### src/rtl/core/indexed_insert_delete_array_assert.svh
// Assertion macros shared by the indexed insert/delete array RTL.
// Needs a clock named clk and a synchronous reset named rst in scope.
`ifndef INDEXED_INSERT_DELETE_ARRAY_ASSERT_SVH
`define INDEXED_INSERT_DELETE_ARRAY_ASSERT_SVH

// Antecedent in a cycle implies consequent in the same cycle
`define IIDA_ASSERT_SAME(label, ante, cons, msg) \
  label: assert property (@(posedge clk) disable iff (rst) (ante) |-> (cons)) \
    else $error(msg);

// Antecedent in a cycle implies consequent in the next cycle
`define IIDA_ASSERT_NEXT(label, ante, cons, msg) \
  label: assert property (@(posedge clk) disable iff (rst) (ante) |=> (cons)) \
    else $error(msg);

`endif

### src/rtl/core/iida_pkg.sv
// Package for the indexed insert/delete array: sizes, command and status codes,
// and the control struct broadcast along the cell chain. No dependencies.
package iida_pkg;

  localparam int CAPACITY = 64;
  localparam int IDX_W    = 7;
  localparam int POS_W    = $clog2(CAPACITY);
  localparam int WORD_W   = 64;

  typedef enum logic [2:0] {
    CMD_READ   = 3'd0,
    CMD_WRITE  = 3'd1,
    CMD_APPEND = 3'd2,
    CMD_INSERT = 3'd3,
    CMD_DELETE = 3'd4,
    CMD_RESIZE = 3'd5
  } cmd_e_t;

  typedef enum logic [1:0] {
    ST_OK    = 2'd0,
    ST_RANGE = 2'd1,
    ST_FULL  = 2'd2
  } status_e_t;

  localparam logic [IDX_W-1:0] CAP_IDX = IDX_W'(CAPACITY);

  // Per-cycle update broadcast to every cell; at most one enable is set
  typedef struct packed {
    logic              wr;
    logic              app;
    logic              ins;
    logic              del;
    logic              rsz;
    logic [IDX_W-1:0]  idx;
    logic [IDX_W-1:0]  cnt;
    logic [WORD_W-1:0] val;
  } cell_ctl_t;

endpackage

### src/rtl/core/iida_cell.sv
// One storage cell of the array chain: holds one word and takes its next value
// from the request, its left neighbor, its right neighbor or zero. Uses iida_pkg.
module iida_cell (
  input  logic                        clk,
  input  logic [iida_pkg::POS_W-1:0]  pos,
  input  iida_pkg::cell_ctl_t         ctl,
  input  logic [iida_pkg::WORD_W-1:0] left_word,
  input  logic [iida_pkg::WORD_W-1:0] right_word,
  output logic [iida_pkg::WORD_W-1:0] word,
  output logic [iida_pkg::WORD_W-1:0] sel_word
);
  import iida_pkg::*;

  logic [IDX_W-1:0]  p;
  logic [IDX_W-1:0]  p1;
  logic [WORD_W-1:0] word_next;

  assign p  = IDX_W'(pos);
  assign p1 = p + IDX_W'(1);

  // Pick the next word for this slot
  always_comb begin
    word_next = word;
    priority if (ctl.wr && p == ctl.idx) begin
      word_next = ctl.val;
    end else if (ctl.app && p == ctl.cnt) begin
      word_next = ctl.val;
    end else if (ctl.ins && p == ctl.idx) begin
      word_next = ctl.val;
    end else if (ctl.ins && p > ctl.idx && p <= ctl.cnt) begin
      word_next = left_word;
    end else if (ctl.del && p >= ctl.idx && p1 < ctl.cnt) begin
      word_next = right_word;
    end else if (ctl.rsz && p >= ctl.cnt && p < ctl.idx) begin
      word_next = '0;
    end else begin
      word_next = word;
    end
  end

  // Hold the word
  always_ff @(posedge clk) begin
    word <= word_next;
  end

  // Drive the word onto the read bus when this slot is addressed
  assign sel_word = (p == ctl.idx) ? word : '0;

endmodule

### config.mk
export PLATFORM = sky130hd
export DESIGN_NAME = iida_cell
export DESIGN_NICKNAME = d
export VERILOG_FILES = /design/src/rtl/core/indexed_insert_delete_array_assert.svh /design/src/rtl/core/iida_pkg.sv /design/src/rtl/core/iida_cell.sv
export SDC_FILE = /design/constraint.sdc
export NUM_CORES = 1
export LEC_CHECK = 0
export BUFFER_PORTS_ARGS = -buffer_cell sky130_fd_sc_hd__buf_2
export CAP_MARGIN = 10
export CORE_MARGIN = 8
export CORE_UTILIZATION = 37
export CTS_CLUSTER_DIAMETER = 100
export DETAILED_ROUTE_END_ITERATION = 10
export PLACE_DENSITY = 0.76
export SETUP_SLACK_MARGIN = 0.4
export SLEW_MARGIN = 40
export SYNTH_ARGS = -nofsm -noshare
export SYNTH_HDL_FRONTEND = slang
export SYNTH_SLANG_ARGS = --single-unit
### constraint.sdc
create_clock -name clk -period 8.66 [get_ports clk]
set_input_delay 0.866 -clock clk [delete_from_list [all_inputs] [get_ports clk]]
set_output_delay 0.866 -clock clk [all_outputs]
set_load 0.05 [all_outputs]
# Word-level counts from Yosys, hierarchy flattened
# Index checks and enable logic that the tools add are counted.
totals:
  word_cells: 27
  output_inout_bits: 128
  register_bits: 64
  inputBits: 218
op_classes:
  addsub: 1
  reduce_logical: 10
  eq_ne: 2
  order_cmp: 6
  mux: 7
ops:
  columns: ["operator", "count"]
  rows:
  - ["64-bit two-way mux", 7]
  - ["6-bit by 7-bit == test with 1-bit output", 2]
  - ["6-bit by 7-bit >= comparator with 1-bit output", 2]
  - ["1-bit logical AND", 9]
  - ["6-bit by 1-bit adder with 7-bit output (second input constant)", 1]
  - ["6-bit by 7-bit greater-than comparator with 1-bit output", 1]
  - ["6-bit by 7-bit less-or-equal comparator with 1-bit output", 1]
  - ["6-bit by 7-bit less-than comparator with 1-bit output", 1]
  - ["7-bit less-than comparator", 1]
  - ["6-bit nonzero test", 1]

# Logic depth before layout (Yosys ltp)
logic_depth:
  ltp_word: 9
  ltp_mapped: 11
  ltp_nobuf: 9

# Worst setup path before layout
# OpenSTA, ideal clock, no wires.
synth_path:
  path_type: "input to register"
  start: "input port ctl[75] (netlist bit)"
  end: "register word[0] (netlist bit) (enable)"
  stages: 8
  required_time_ps: 8152
  path_slack_ps: 2821
  t_arrival_ps: 5331
  path_buffers: 2
  setup_ps: 508
  path_cell_list: "inv_1 ha_1 a211oi_1 or3_4 a21o_1 buf_2 clkbuf_1 o2111ai_1"
synth_between:
  elab_chain_cells: 4
  word_cells_on_any_way: 12
  classes_between: "order compare: 3; eq/ne: 1; reduce/logical: 8"
synth_rtl:
  columns: ["item", "line", "text"]
  rows:
  - ["from (decl)", "iida_cell.sv:6", "input iida_pkg::cell_ctl_t ctl,"]
  - ["6-bit by 7-bit greater-than comparator with 1-bit output or 6-bit by 7-bit >= comparator with 1-bit output (tied branches)", "iida_cell.sv:30, iida_cell.sv:32", null]
  - ["1-bit logical AND (on tied branches) (2 in a row)", "iida_cell.sv:30, iida_cell.sv:32", null]
  - ["6-bit nonzero test (no source line) *", null, null]
  - ["to (signal assigned)", "iida_cell.sv:43", "word <= word_next;"]
  - ["to (decl)", "iida_cell.sv:9", "output logic [iida_pkg::WORD_W-1:0] word,"]
# Mark *: on every way between the ends. The rest lies on a longest branch, timed or not.
# A chain may end at the register's enable or synchronous reset.

# Worst setup path in the final report
layout_path:
  start: "input port pos[1] (netlist bit)"
  end: "register word[1] (netlist bit) (enable)"
layout_between:
  elab_chain_cells: 4
  word_cells_on_any_way: 19
  classes_between: "add/sub: 1; order compare: 6; eq/ne: 2; reduce/logical: 10"
layout_rtl:
  columns: ["item", "line", "text"]
  rows:
  - ["from (decl)", "iida_cell.sv:5", "input logic [iida_pkg::POS_W-1:0] pos,"]
  - ["6-bit by 1-bit adder with 7-bit output, or another cell as far along", "iida_cell.sv:19", "assign p1 = p + IDX_W'(1);"]
  - ["7-bit less-than comparator, or another cell as far along", "iida_cell.sv:32", "end else if (ctl.del && p >= ctl.idx && p1 < ctl.cnt) begin"]
  - ["1-bit logical AND (on tied branches)", "iida_cell.sv:32, iida_cell.sv:30, iida_cell.sv:34", null]
  - ["6-bit nonzero test (no source line) *", null, null]
# Marks and branches as above.

==> impl_metrics.py <==
metrics = {
    "power": {
        "leakagePower_nw": 3.484,
        "switching_share_pct": 40.55,
        "clockPowerShare_pct": 26.3,
        "power_density_nw_per_um2": 165.9,
        "pwr-share-comb_pct": 36.7,
        "switching_power_uw": 487.7,
        "total_power_mw": 1.203,
        "vdd_drop_max_v": 0.00009894,
        "p_seq_share_pct": 37.0,
        "p_int_uw": 715.0,
    },
    "clock_tree": {
        "post-cts-setup-buffers": 0,
        "cts_hold_buf": 0,
        "cts_htree_levels": 3,
        "cts.path.max_buffers": 2,
        "path_clk_slew_ns": 0.06,
        "cts_resized": 0,
        "root_buffer": "clkbuf_16",
        "numCtsBuffers": 9,
        "cts_tree": "built",
        "numClockSinks": 64,
    },
    "synthesis": {
        "syn_area_per_cell_um2": 8.677,
        "ys_types": 30,
        "synthCells": 583,
        "yosysWarnings": 0,
        "synth_area_um2": 5059,
        "synth_seq_cells": 64,
        "synth_seq_area_share_pct": 37.99,
        "syn_nets": 821,
    },
    "grt": {
        "grt_overflow": 0,
        "grt_pass1_vias": 5607,
        "grt_max_degree": 89,
        "grt_pass1_wl_mm": 30.17,
        "grtUsageTotal_pct": 21.17,
        "antenna_found_initial": 0,
    },
    "floorplan": {
        "io_pins": 346,
        "fp-row-count": 42,
        "dieHeight_um": 132.9,
        "initial_core_util_pct": 38.05,
        "core_area_um2": 13300,
        "die_w_um": 132.9,
        "dieArea_um2": 17670,
    },
    "layout": {
        "n_fill_cell": 1259,
        "area_delta_synth_final_pct": 43.28,
        "largest-register": "word",
        "fin_util_pct": 54.52,
        "instances_no_fill": 1075,
        "drive_gt1_share_pct": 42.83,
        "fin_area_um2": 7248,
        "multi_input_area_um2": 2659,
        "n_antenna_cell": 0,
        "seq_area_um2": 1922,
        "largest_reg_flops": 64,
        "nets": 1133,
        "largestRegisters": "word x64",
    },
    "timing": {
        "grt_setup_unrepaired": "false",
        "finalSetupViolations": 0,
        "final.period_utilization_pct": 44.50,
        "drv_slew": 0,
        "min_period_ns": 3.854,
        "maxSlewHeadroom_pct": 49.89,
        "layout_setup_ws_ns": 4.806,
        "worstMarginPinSlew_ns": 0.7517,
        "hold_viol_final": 0,
        "fin_setup_tns_ns": 0,
        "hold-worst-slack_ns": 0.8482,
        "fmax_ghz": 0.2595,
    },
    "flow_run": {
        "drv_cap": 0,
    },
    "drt": {
        "wl_per_cell_um": 18.12,
        "firstDrtPassIters": 5,
        "drc_errors": 0,
        "avgViaCountPerCell": 5.166,
        "vias": 5553,
        "ant_nets": 0,
        "initialDrtViolationCount": 354,
        "wl_mm": 19.47,
    },
    "worst_setup_path": {
        "crit_required_ns": 8.61,
        "cp-endpoint": "word[1]$_DFFE_PP_",
        "crit_arrival_ns": 3.80,
        "cp-start-kind": "input port",
        "setup.worst_path.class": "input port to flop",
        "cp-startpoint": "pos[1]",
        "crit_fanout": 65,
        "end_kind": "flop",
    },
    "placement": {
        "dp.final_hpwl_mm": 15.17,
        "port_buffers": 345,
        "dpl_cell_area_um2": 6963,
        "placedCellCount": 1059,
        "gp_congestion": 0.8996,
        "detailedPlace.worstSlack_ns": 4.312,
    },
    "run_status": {
        "status": "finished clean",
    },
    "min_path": {
        "hp-class": "input port to flop",
    },
}
cell type report:
type,count,share of cell area [%]
clock buffer,10,3.159
clock inverter,5,0.3452
inverter,78,4.039
multi-input combinational,386,36.68
sequential,64,26.51
tap,176,3.038
timing repair buffer,356,26.22
worst max-delay path, stage by stage:
cell	delay, ns
buf_2	0.13
ha_1	0.18
nand3_1	0.12
xnor2_1	0.15
ha_1	0.29
a21oi_1	0.13
o2111ai_1	0.16
a311oi_4	0.28
buf_4	0.59
inv_1	0.17
o2111ai_4	0.14
buf_6	0.48
Yosys cell counts:
master,count,area share (%)
buf_4,2,0.30
buf_2,11,1.1
o2111ai_1,3,0.52
and2_1,64,7.9
ha_1,20,4.9
inv_1,78,5.8
a21oi_1,61,6.0
edfxtp_1,64,38
buf_1,3,0.22
o31a_1,64,11
nand2_1,4,0.30
a311oi_2,1,0.30
nand4b_1,2,0.35
a21o_1,4,0.59
o21ai_0,1,0.099
buf_6,4,0.89
nor2_1,69,5.1
xnor2_1,3,0.52
nand3b_1,3,0.45
a2bb2oi_1,1,0.17
or3_4,1,0.22
a21oi_2,10,1.7
or2_1,1,0.12
nand3_1,6,0.59
nand4_1,1,0.12
clkbuf_1,35,2.6
and3_1,1,0.12
xor2_1,1,0.17
a211oi_1,1,0.15
o211ai_1,64,9.5
routing by layer:
metal | GRT usage, % | wire [um] | up-vias
li1 | - | - | 2706
met1 | 25.32 | 7705 | 2566
met2 | 35.90 | 9799 | 262
met3 | 6.397 | 1672 | 19
met4 | 5.804 | 295 | 0
met5 | 0 | 0 | -
placed cells by master (no fill, tap or decap), drive strengths merged, types with 3 or more instances in the layout:
cell / synthesis / layout
a21oi: 71 / 71
nor2: 69 / 69
ha: 20 / 20
and2: 64 / 64
nand2: 4 / 4
edfxtp: 64 / 64
a21o: 4 / 4
inv: 78 / 78
clkbuf: 35 / 10
o2111ai: 3 / 3
clkinv: 0 / 4
o211ai: 64 / 64
o31a: 64 / 64
nand3b: 3 / 3
buf: 20 / 356
nand3: 6 / 6
xnor2: 3 / 3
how the worst min path moves through the flow:
stage             from                 end  slack, ns  depth (start not counted)
4_1_cts        ctl[43]  word[43]$_DFFE_PP_       0.83                          3
5_1_grt        ctl[43]  word[43]$_DFFE_PP_       0.85                          3
6_report       ctl[39]  word[39]$_DFFE_PP_       0.85                          3
3_3_place_gp   ctl[43]  word[43]$_DFFE_PP_       1.18                          3
2_1_floorplan  ctl[44]  word[44]$_DFFE_PP_       1.09                          2
3_5_place_dp   ctl[43]  word[43]$_DFFE_PP_       1.18                          3
power groups by stage:
stage          Clock [mW]  Sequential, mW  Combinational [mW]
2_1_floorplan           0           0.633               0.113
3_3_place_gp            0           0.450               0.435
3_5_place_dp            0           0.450               0.440
4_1_cts             0.325           0.446               0.441
5_1_grt             0.337           0.451               0.467
6_report            0.317           0.445               0.441
cell families after synthesis:
group,Yosys count,share of synthesized area (%)
AOI/OAI and AO/OA,210,30.18
and+or+nand+nor,152,15.31
buffers and inverters,133,10.88
DFF,64,37.99
adders and majority gates,20,4.947
xor gates and xnor gates,4,0.6927
(Power assumes the default switching activity.)
