`src/rtl/core/indexed_insert_delete_array_assert.svh`:
```
// Assertion macros shared by the indexed insert/delete array RTL.
// Needs a clock named clk and a synchronous reset named rst in scope.
`ifndef INDEXED_INSERT_DELETE_ARRAY_ASSERT_SVH
`define INDEXED_INSERT_DELETE_ARRAY_ASSERT_SVH

// Antecedent in a cycle implies consequent in the same cycle
`define IIDA_ASSERT_SAME(label, ante, cons, msg) \
  label: assert property (@(posedge clk) disable iff (rst) (ante) |-> (cons)) \
    else $error(msg);

// Antecedent in a cycle implies consequent in the next cycle
`define IIDA_ASSERT_NEXT(label, ante, cons, msg) \
  label: assert property (@(posedge clk) disable iff (rst) (ante) |=> (cons)) \
    else $error(msg);

`endif

```
`src/rtl/core/iida_pkg.sv`:
```
// Package for the indexed insert/delete array: sizes, command and status codes,
// and the control struct broadcast along the cell chain. No dependencies.
package iida_pkg;

  localparam int CAPACITY = 64;
  localparam int IDX_W    = 7;
  localparam int POS_W    = $clog2(CAPACITY);
  localparam int WORD_W   = 64;

  typedef enum logic [2:0] {
    CMD_READ   = 3'd0,
    CMD_WRITE  = 3'd1,
    CMD_APPEND = 3'd2,
    CMD_INSERT = 3'd3,
    CMD_DELETE = 3'd4,
    CMD_RESIZE = 3'd5
  } cmd_e_t;

  typedef enum logic [1:0] {
    ST_OK    = 2'd0,
    ST_RANGE = 2'd1,
    ST_FULL  = 2'd2
  } status_e_t;

  localparam logic [IDX_W-1:0] CAP_IDX = IDX_W'(CAPACITY);

  // Per-cycle update broadcast to every cell; at most one enable is set
  typedef struct packed {
    logic              wr;
    logic              app;
    logic              ins;
    logic              del;
    logic              rsz;
    logic [IDX_W-1:0]  idx;
    logic [IDX_W-1:0]  cnt;
    logic [WORD_W-1:0] val;
  } cell_ctl_t;

endpackage

```
`src/rtl/core/iida_ctrl.sv`:
```
// Command decode and live count for the indexed insert/delete array.
// Uses iida_pkg and the assertion macros header.
`include "indexed_insert_delete_array_assert.svh"
module iida_ctrl (
  input  logic                        clk,
  input  logic                        rst,
  input  logic                        go,
  input  logic [2:0]                  command,
  input  logic [iida_pkg::IDX_W-1:0]  index,
  input  logic [iida_pkg::WORD_W-1:0] write_value,
  output iida_pkg::cell_ctl_t         ctl,
  output logic                        rd_ok,
  output logic [1:0]                  status_next,
  output logic [iida_pkg::IDX_W-1:0]  cnt_next
);
  import iida_pkg::*;

  logic [IDX_W-1:0] live_cnt;
  status_e_t        st;
  logic             wr_ok;
  logic             app_ok;
  logic             ins_ok;
  logic             del_ok;
  logic             rsz_ok;
  logic             in_range;
  logic             full;

  assign in_range = index < live_cnt;
  assign full     = live_cnt >= CAP_IDX;

  // Decode the request and check range and capacity
  always_comb begin
    st     = ST_OK;
    rd_ok  = 1'b0;
    wr_ok  = 1'b0;
    app_ok = 1'b0;
    ins_ok = 1'b0;
    del_ok = 1'b0;
    rsz_ok = 1'b0;
    unique case (cmd_e_t'(command))
      CMD_READ: begin
        if (in_range) rd_ok = 1'b1;
        else          st    = ST_RANGE;
      end
      CMD_WRITE: begin
        if (in_range) wr_ok = 1'b1;
        else          st    = ST_RANGE;
      end
      CMD_APPEND: begin
        if (full) st     = ST_FULL;
        else      app_ok = 1'b1;
      end
      CMD_INSERT: begin
        if (index > live_cnt) st     = ST_RANGE;
        else if (full)        st     = ST_FULL;
        else                  ins_ok = 1'b1;
      end
      CMD_DELETE: begin
        if (in_range) del_ok = 1'b1;
        else          st     = ST_RANGE;
      end
      CMD_RESIZE: begin
        if (index > CAP_IDX) st     = ST_FULL;
        else                 rsz_ok = 1'b1;
      end
      default: begin
        st = ST_OK;
      end
    endcase
  end

  // Count after this request
  always_comb begin
    cnt_next = live_cnt;
    priority if (app_ok || ins_ok) begin
      cnt_next = live_cnt + IDX_W'(1);
    end else if (del_ok) begin
      cnt_next = live_cnt - IDX_W'(1);
    end else if (rsz_ok) begin
      cnt_next = index;
    end else begin
      cnt_next = live_cnt;
    end
  end

  assign status_next = st;

  // Broadcast the update only for an accepted request
  assign ctl.wr  = go & wr_ok;
  assign ctl.app = go & app_ok;
  assign ctl.ins = go & ins_ok;
  assign ctl.del = go & del_ok;
  assign ctl.rsz = go & rsz_ok;
  assign ctl.idx = index;
  assign ctl.cnt = live_cnt;
  assign ctl.val = write_value;

  // Advance the live count
  always_ff @(posedge clk) begin
    if (rst) begin
      live_cnt <= '0;
    end else if (go) begin
      live_cnt <= cnt_next;
    end
  end

  `IIDA_ASSERT_SAME(a_cnt_cap, 1'b1, live_cnt <= CAP_IDX, "live count above capacity")
  `IIDA_ASSERT_NEXT(a_app_inc, go && ctl.app, live_cnt == $past(live_cnt) + IDX_W'(1), "append did not grow count")
  `IIDA_ASSERT_SAME(a_full_hold, status_next == ST_FULL, cnt_next == live_cnt && !ctl.app && !ctl.ins, "full request changed state")

endmodule

```
`config.mk`:
```
export PLATFORM = sky130hd
export DESIGN_NAME = iida_ctrl
export DESIGN_NICKNAME = d
export VERILOG_FILES = /design/src/rtl/core/iida_pkg.sv /design/src/rtl/core/iida_ctrl.sv
export VERILOG_INCLUDE_DIRS = /design/src /design/src/rtl/core
export SDC_FILE = /design/constraint.sdc
export NUM_CORES = 1
export LEC_CHECK = 0
export BUFFER_PORTS_ARGS = -buffer_cell sky130_fd_sc_hd__buf_2
export CORE_ASPECT_RATIO = 0.6
export CORE_MARGIN = 1.5
export CORE_UTILIZATION = 36
export CTS_CLUSTER_SIZE = 12
export DETAILED_ROUTE_END_ITERATION = 6
export PLACE_DENSITY = 0.81
export SLEW_MARGIN = 20
export SYNTH_ARGS = -nofsm -noshare
export SYNTH_HDL_FRONTEND = slang
export SYNTH_SLANG_ARGS = --single-unit
```
`constraint.sdc`:
```
create_clock -name clk -period 4 [get_ports clk]
set_input_delay 1 -clock clk [delete_from_list [all_inputs] [get_ports clk]]
set_output_delay 1 -clock clk [all_outputs]
set_load 0.005 [all_outputs]
```
# Word-level counts from Yosys, hierarchy flattened
# Cells that the tools add are included.
[word_totals] regBits=7
[op_classes] bitwise_logic=5 n_addsub=2 n_reduce_logical=3 n_mux=18 n_lt_le_gt_ge=4 n_eq_ne=5
[ops] op="7-bit 2-to-1 mux" n=3
[ops] op="1-bit 2-to-1 mux" n=11
[ops] op="2-bit case mux with 4 select lines" n=1
[ops] op="7-bit by 1-bit adder with 7-bit output (second input constant)" n=1
[ops] op="7-bit >= comparator (second input constant)" n=1
[ops] op="7-bit greater-than comparator" n=1
[ops] op="7-bit greater-than comparator (second input constant)" n=1
[ops] op="7-bit less-than comparator" n=1
[ops] op="7-bit by 1-bit subtractor with 7-bit output (second input constant)" n=1
[ops] op="3-bit by 2-bit == test with 1-bit output (second input constant)" n=2
[ops] op="3-bit == test (second input constant)" n=2
[ops] op="2-bit 2-to-1 mux" n=3
[ops] op="1-bit AND" n=5
[ops] op="3-bit by 1-bit == test with 1-bit output (second input constant)" n=1
[ops] op="3-bit zero test" n=1
[ops] op="3-bit OR reduction" n=1
[ops] op="1-bit logical OR" n=1

# Logic depth before layout (Yosys ltp)
# Gate-level depths: netlist of the first run.
[depth] word_depth=6 mapped_depth=10 depth_no_buf=8

# Worst setup path after synthesis of the first run
# No wires, ideal clock.
[synth_path] path_kind="input-to-output" startpoint="input index[0] (netlist name)" endpoint="output cnt_next[3] (netlist name)" t_arrival_ns=2.576 slack_ns=0.424 required_ns=3.000 path_buffers=1 path_stages=7 path_cell_list="or4_4 > o31ai_4 > and2_4 > buf_8 > mux2_2 > o211ai_2 > nand2_1"
[synth_between] elab_chain_cells=6
[synth_lines] item="from (decl)" line_no="iida_ctrl.sv:9" text="input logic [iida_pkg::IDX_W-1:0] index,"
[synth_lines] item="7-bit greater-than comparator" line_no="iida_ctrl.sv:63" text="if (index > CAP_IDX) st = ST_FULL;"
[synth_lines] item="1-bit 2-to-1 mux" line_no="iida_ctrl.sv:63"
[synth_lines] item="1-bit 2-to-1 mux" line_no="iida_ctrl.sv:40" text="unique case (cmd_e_t'(command))"
[synth_lines] item="7-bit 2-to-1 mux" line_no="iida_ctrl.sv:79" text="end else if (rsz_ok) begin"
[synth_lines] item="7-bit 2-to-1 mux" line_no="iida_ctrl.sv:77" text="end else if (del_ok) begin"
[synth_lines] item="7-bit 2-to-1 mux *" line_no="iida_ctrl.sv:75" text="priority if (app_ok || ins_ok) begin"
[synth_lines] item="to (decl)" line_no="iida_ctrl.sv:14" text="output logic [iida_pkg::IDX_W-1:0] cnt_next"
# Mark *: on every way between the ends. The rest lies on a longest branch, timed or not.

# Worst setup path in the final report of the first run
[layout_path] startpoint="input index[2] (netlist name)" endpoint="output cnt_next[5] (netlist name)"
# Same word-level chain as after synthesis.

==> qor.csv, run 1 <==
metric,value,unit
status,"complete, no violations",
adder-cell share of the synthesized area,6.74,%
CP max stage cell,or4_4,
pwr dens,242,mW/mm^2
worst hold path endpoint,live_cnt[4],
R2R depth,9,
final setup vio count,0,
maximum vdd drop,0.0994,mV
FF-to-FF setup slack,1.42,ns
die footprint,0.00507,sq mm
Simple-Gate Fraction of Synth Area,16.8,%
Worst EP required,3.00,ns
Power Total,0.359,mW
CTS tree,done,
CTS buffer count,3,
worst reg2reg endpoint,live_cnt[4],
Slew Limit Fails,0,
Final Critical Period,3.88,ns
Iteration-0 DRC Markers,67,
critical path launch point type,input pin,
chip width,91.0,microns
wire length per cell,16.8,microns
total routed wirelength,4.27,mm
sequential share of the synthesized area,8.38,%
post-synthesis cell type count,49,
post-synthesis xor/xnor area fraction,3.14,%
"top cells by count, synth","buf_4 (71), a21oi_1 (12), inv_1 (11), nor2_1 (11), nand2_1 (10)",
hold crit path type,register to register,
DR DRC count,0,
largest stage delay on the critical path,0.45,ns
initial antenna violation count,0,
final net count,282,
Worst EP arrival,2.88,ns
boundary pin count,170,
compound-gate portion of the synthesized area,22.3,%
Hold Fails Final Rpt,0,
Port Buf Inserts,41,
Cells after DPL,251,
layout cells sized above 1,36.9,%
initial core utilization,39.1,%
Post-synth EDFFs,0,
root buffer cell,clkbuf_8,
Worst Max-Slew Pin Slew,0.522,ns
CTS clock-pin slew for the worst setup and hold paths,0.04,ns
"Critical Path, Cell by Cell",buf_2 > buf_4 > or4_4 > o31ai_4 > and2_4 > a311oi_2 > o41ai_2 > buf_2,
RSZ-0062 raised after global routing,false,
#FFs+latches synth,7,
fmax,258,MHz
largest net degree at the start of global routing,14,
sequential standard cell area,140,sq um
HP Start,live_cnt[4],
H-tree depth,1,
vias,1433,
post-synth net total,303,
met3 global-route usage,8.61,%
Worst-Skew Late Latency,0.23,ns
prevailing post-synth register cell,dfxtp_1,
Ys Warns,0,
syn_area_per_cell,7.70,sq um
final setup TNS,0,ns
Clock Tree Buf Depth,2,
# fillers,462,
hold path cells,2,
Sink Count,7,
first-pass GRT wire length,7.01,mm
maxcap violations,0,
met2 Resource Use GR,21.4,%
"top cells by area, synth","buf_4 (32%), dfxtp_1 (8.4%), ha_1 (6.7%)",
total gr overflow,0,
Yosys top cell area share,31.9,%
vias in the first global route,1379,
mux cell area share after synthesis,1.95,%
post-CTS setup buffer count,0,
drt pass-1 iters,4,
die height,55.8,microns
static leakage,0.644,nW
RD Place Congestion,0.946,
CP Max Fanout,8,
M1 GR Usage,25.3,%
final period utilization,97.0,%
Rel. slew slack,65.0,%
Layout Skew,0.00216,ns
Post-DRT Antenna Nets,0,
GRT busiest layer,met1,
Cell Rows,18,
largest family of logic cells by synthesized area,buffers and inverters,
Top Registers,live_cnt: 7 flops,
cell with the most instances after synthesis,buf_4,
cell mode on critical path,buf_2,
FF-to-FF Start,live_cnt[2],
core area,0.00428,sq mm
Area growth syn-to-layout,-11.4,%
fraction of registers with async set/reset,0,%
register with the most flip-flops,live_cnt,
Mapped Cells,217,
Hold Worst Slack,0.623,ns
vias per cell,5.62,
post-route non-filler standard cell count,255,
DPL Wire Length,3.40,mm
crit end category,output port,
max reg flops,7,
post-synth top area cell,buf_4,
footprint of the multi-input gates,857,sq um
GRT Overall Usage,17.2,%
ant diodes,0,
Synth Cell Area,0.00167,sq mm
critical path class,input pin to output port,
logic make-up (layout without fill, tap and decap cells):
group                    Yosys count  after routing
buffers and inverters             92             70
multiplexers                       3              3
AND/OR/NAND/NOR                   52             52
AO/OA/AOI/OAI                     48             48
flip-flops                         7              7
adder cells (fa/ha/maj)            9              9
XOR/XNOR                           6              6
critical path: cells and delay by family:
kind,cells,cell delay [ns]
compound gates,3,0.75
simple gates,2,0.70
buf+inv,3,0.43
power breakdown:
| part | switching, mW | total, mW | internal (mW) |
|---|---|---|---|
| logic | 0.0902 | 0.165 | 0.0747 |
| clock network | 0.0369 | 0.106 | 0.0695 |
| registers | 0.0122 | 0.0877 | 0.0755 |
what timing repair did:
action	in CTS	in global routing
hold buffers	0	0
resized for setup	0	3
setup endpoints to repair	0	4
per-stage QoR:
| step | utilization [%] | worst slack (ns) | instance area [sq um] |
|---|---|---|---|
| 2_1_floorplan | - | 0.424 | 1670 |
| 3_3_place_gp | 33.4 | 0.124 | 1430 |
| 3_5_place_dp | 33.4 | 0.0649 | 1430 |
| 4_1_cts | 34.5 | 0.0281 | 1480 |
| 5_1_grt | 34.6 | 0.0142 | 1480 |
| 6_report | 34.6 | 0.119 | 1480 |
cell type report:
| class | count | area share, % |
|---|---|---|
| Clock buffer | 4 | 3.04 |
| Sequential cell | 7 | 9.46 |
| Tap cell | 60 | 5.07 |
| Inverter | 11 | 2.79 |
| Multi-Input combinational cell | 118 | 57.9 |
| Timing Repair Buffer | 55 | 21.8 |
cells in the final DEF (no fill, tap or decap), types with 6 or more instances in the layout:
| cell type | count |
|---|---|
| inv_1 | 11 |
| xnor2_1 | 6 |
| nor2_1 | 10 |
| a21oi_1 | 11 |
| buf_2 | 41 |
| nand2_1 | 10 |
| dfxtp_1 | 7 |
| buf_4 | 13 |
| ha_1 | 9 |
worst max-delay path by stage:
stage / slack, ns / to / from
finish: 0.12 / cnt_next[5] / index[2]
global route: 0.01 / cnt_next[2] / index[6]
CTS: 0.03 / cnt_next[2] / index[6]
detailed placement: 0.06 / cnt_next[5] / index[6]
global placement: 0.12 / cnt_next[2] / index[6]
floorplan: 0.42 / cnt_next[3] / index[0]
per-layer routing:
layer  part of all wire [%]  up-vias
met5                      0        -
met2                     36      105
met4                    1.4        0
met3                     16       10
li1                       -      660
met1                     47      658
Note: power is estimated with default switching activity, not from simulation.
==> run 2: changes to the inputs <==
==> constraint.sdc (replaced) <==
create_clock -name clk -period 4 [get_ports clk]
set_input_delay 0.4 -clock clk [delete_from_list [all_inputs] [get_ports clk]]
set_output_delay 0.4 -clock clk [all_outputs]
set_load 0.005 [all_outputs]
==> qor.csv, run 2 (same netlist as run 1, synthesis figures left out) <==
metric,value,unit,change
status,"complete, no violations",,unchanged
fmax,283,MHz,was 258 MHz
footprint of the multi-input gates,851,sq um,was 857 sq um
Clock Tree Buf Depth,2,,unchanged
ant diodes,0,,unchanged
final setup TNS,0,ns,unchanged
post-CTS setup buffer count,0,,unchanged
root buffer cell,clkbuf_8,,unchanged
Sw Ratio,38.3,%,was 38.8%
RSZ-0062 raised after global routing,false,,unchanged
Port Buf Inserts,41,,unchanged
H-tree depth,1,,unchanged
chip width,91.0,microns,unchanged
hold crit path type,input pin to register,,was register to register
Int Pwr,0.209,mW,was 0.220 mW
Rel. slew slack,32.8,%,was 65.0%
Post-DRT Antenna Nets,0,,unchanged
post-cts sizing count,0,,unchanged
register with the most flip-flops,live_cnt,,unchanged
"most common cell after layout, fill and taps aside",buf_2,,unchanged
CTS clock-pin slew for the worst setup and hold paths,0.04,ns,about the same
Net Switching,0.130,mW,was 0.139 mW
Clk network pwr share,29.2,%,was 29.6%
maxcap violations,0,,unchanged
core area,0.00428,sq mm,unchanged
largest net degree at the start of global routing,14,,unchanged
CTS tree,done,,unchanged
Worst EP arrival,3.13,ns,was 2.88 ns
static leakage,0.579,nW,was 0.644 nW
RD Place Congestion,0.893,,was 0.946
post-route non-filler standard cell count,242,,was 255
initial antenna violation count,0,,unchanged
DR DRC count,0,,unchanged
final net count,269,,was 282
Final Critical Period,3.53,ns,was 3.88 ns
wire length per cell,16.8,microns,about the same
Cell Rows,18,,unchanged
Hold Fails Final Rpt,0,,unchanged
Cells after DPL,238,,was 251
crit end category,output port,,unchanged
drt pass-1 iters,4,,unchanged
final setup vio count,0,,unchanged
vias in the first global route,1201,,was 1379
max reg flops,7,,unchanged
CP Max Fanout,13,,was 8
Top Registers,live_cnt: 7 flops,,unchanged
"commonest non-fill, non-tap cells in the layout","buf_2 (41), a21oi_1 (12), inv_1 (11), nor2_1 (11), nand2_1 (10)",,"was buf_2 (41), buf_4 (13), a21oi_1 (11), inv_1 (11)"
Worst-Skew Late Latency,0.22,ns,was 0.23 ns
sequential standard cell area,140,sq um,unchanged
pwr dens,248,mW/mm^2,was 242 mW/mm^2
vias,1391,,was 1433
total gr overflow,0,,unchanged
hold buffer count at cts,0,,unchanged
boundary pin count,170,,unchanged
Layout Skew,0.000745,ns,was 0.00216 ns
Slew Limit Fails,0,,unchanged
die footprint,0.00507,sq mm,unchanged
die height,55.8,microns,unchanged
Worst Max-Slew Pin Slew,1.00,ns,was 0.522 ns
critical path class,register to output port,,was input pin to output port
CTS buffer count,3,,unchanged
Gate power share,44.9,%,was 45.9%
total routed wirelength,4.06,mm,was 4.27 mm
# fillers,483,,was 462
DPL Wire Length,3.27,mm,was 3.40 mm
layout cells sized above 1,31.3,%,was 36.9%
Seq pwr share,25.9,%,was 24.4%
critical path launch point type,register,,was input pin
first-pass GRT wire length,6.41,mm,was 7.01 mm
maximum vdd drop,0.119,mV,was 0.0994 mV
vias per cell,5.75,,was 5.62
Worst EP required,3.60,ns,was 3.00 ns
Iteration-0 DRC Markers,98,,was 67
Area growth syn-to-layout,-18.3,%,was -11.4%
Sink Count,7,,unchanged
GRT Overall Usage,16.2,%,was 17.2%
final period utilization,88.3,%,was 97.0%
initial core utilization,39.1,%,unchanged
[run 2: cell type report]
class                           instances  area share [%]
Inverter                               11            3.02
Timing Repair Buffer                   42            15.6
Sequential cell                         7            10.3
Clock buffer                            4            3.30
Multi-Input combinational cell        118            62.3
Tap cell                               60            5.50
[run 2: metrics by stage]
| stage | util [%] | worst slack, ns | total power [mW] | hold slack [ns] | cell area, sq um |
|---|---|---|---|---|---|
| 4_1_cts | 31.9 | 0.502 | 0.340 | 0.458 | 1370 |
| 3_5_place_dp | 30.8 | 0.758 | 0.237 | 0.607 | 1320 |
| 3_3_place_gp | 30.8 | 0.831 | 0.233 | 0.599 | 1320 |
| 5_1_grt | 31.9 | 0.146 | 0.366 | 0.476 | 1370 |
| 6_report | 31.9 | 0.468 | 0.338 | 0.475 | 1370 |
| 2_1_floorplan | - | 1.30 | 0.244 | 0.468 | 1670 |
[run 2: metal layers]
layer,track usage [%],share of wire [%],vias to the layer above
li1,-,-,632
met1,24.2,51,653
met2,19.1,35,96
met3,9.15,13,10
met4,3.13,1.5,0
met5,0,0,-
[run 2: path summary, 6_finish.rpt]
path                     from     endpoint  slack [ns]  depth (start not counted)
setup / recovery  live_cnt[2]  cnt_next[5]        0.47                          8
hold / removal            rst  live_cnt[3]        0.47                          2
setup reg to reg  live_cnt[2]  live_cnt[4]        1.05                          8
hold reg to reg   live_cnt[4]  live_cnt[4]        0.62                          2
[run 2: power groups by stage]
stage          combinational [mW]  clock [mW]  sequential (mW)
2_1_floorplan               0.161           0           0.0831
3_3_place_gp                0.145           0           0.0882
3_5_place_dp                0.149           0           0.0885
4_1_cts                     0.149       0.104           0.0872
5_1_grt                     0.168       0.108           0.0893
6_report                    0.152      0.0989           0.0877
[run 2: critical path, stage by stage, from the launching register on]
cell and delay [ns]:
dfxtp_1 0.52, inv_1 0.14, ha_1 0.33, a21oi_1 0.16, a21oi_1 0.12, nor2_1 0.79, a311oi_2 0.24, o41ai_2 0.43
buf_2 0.19
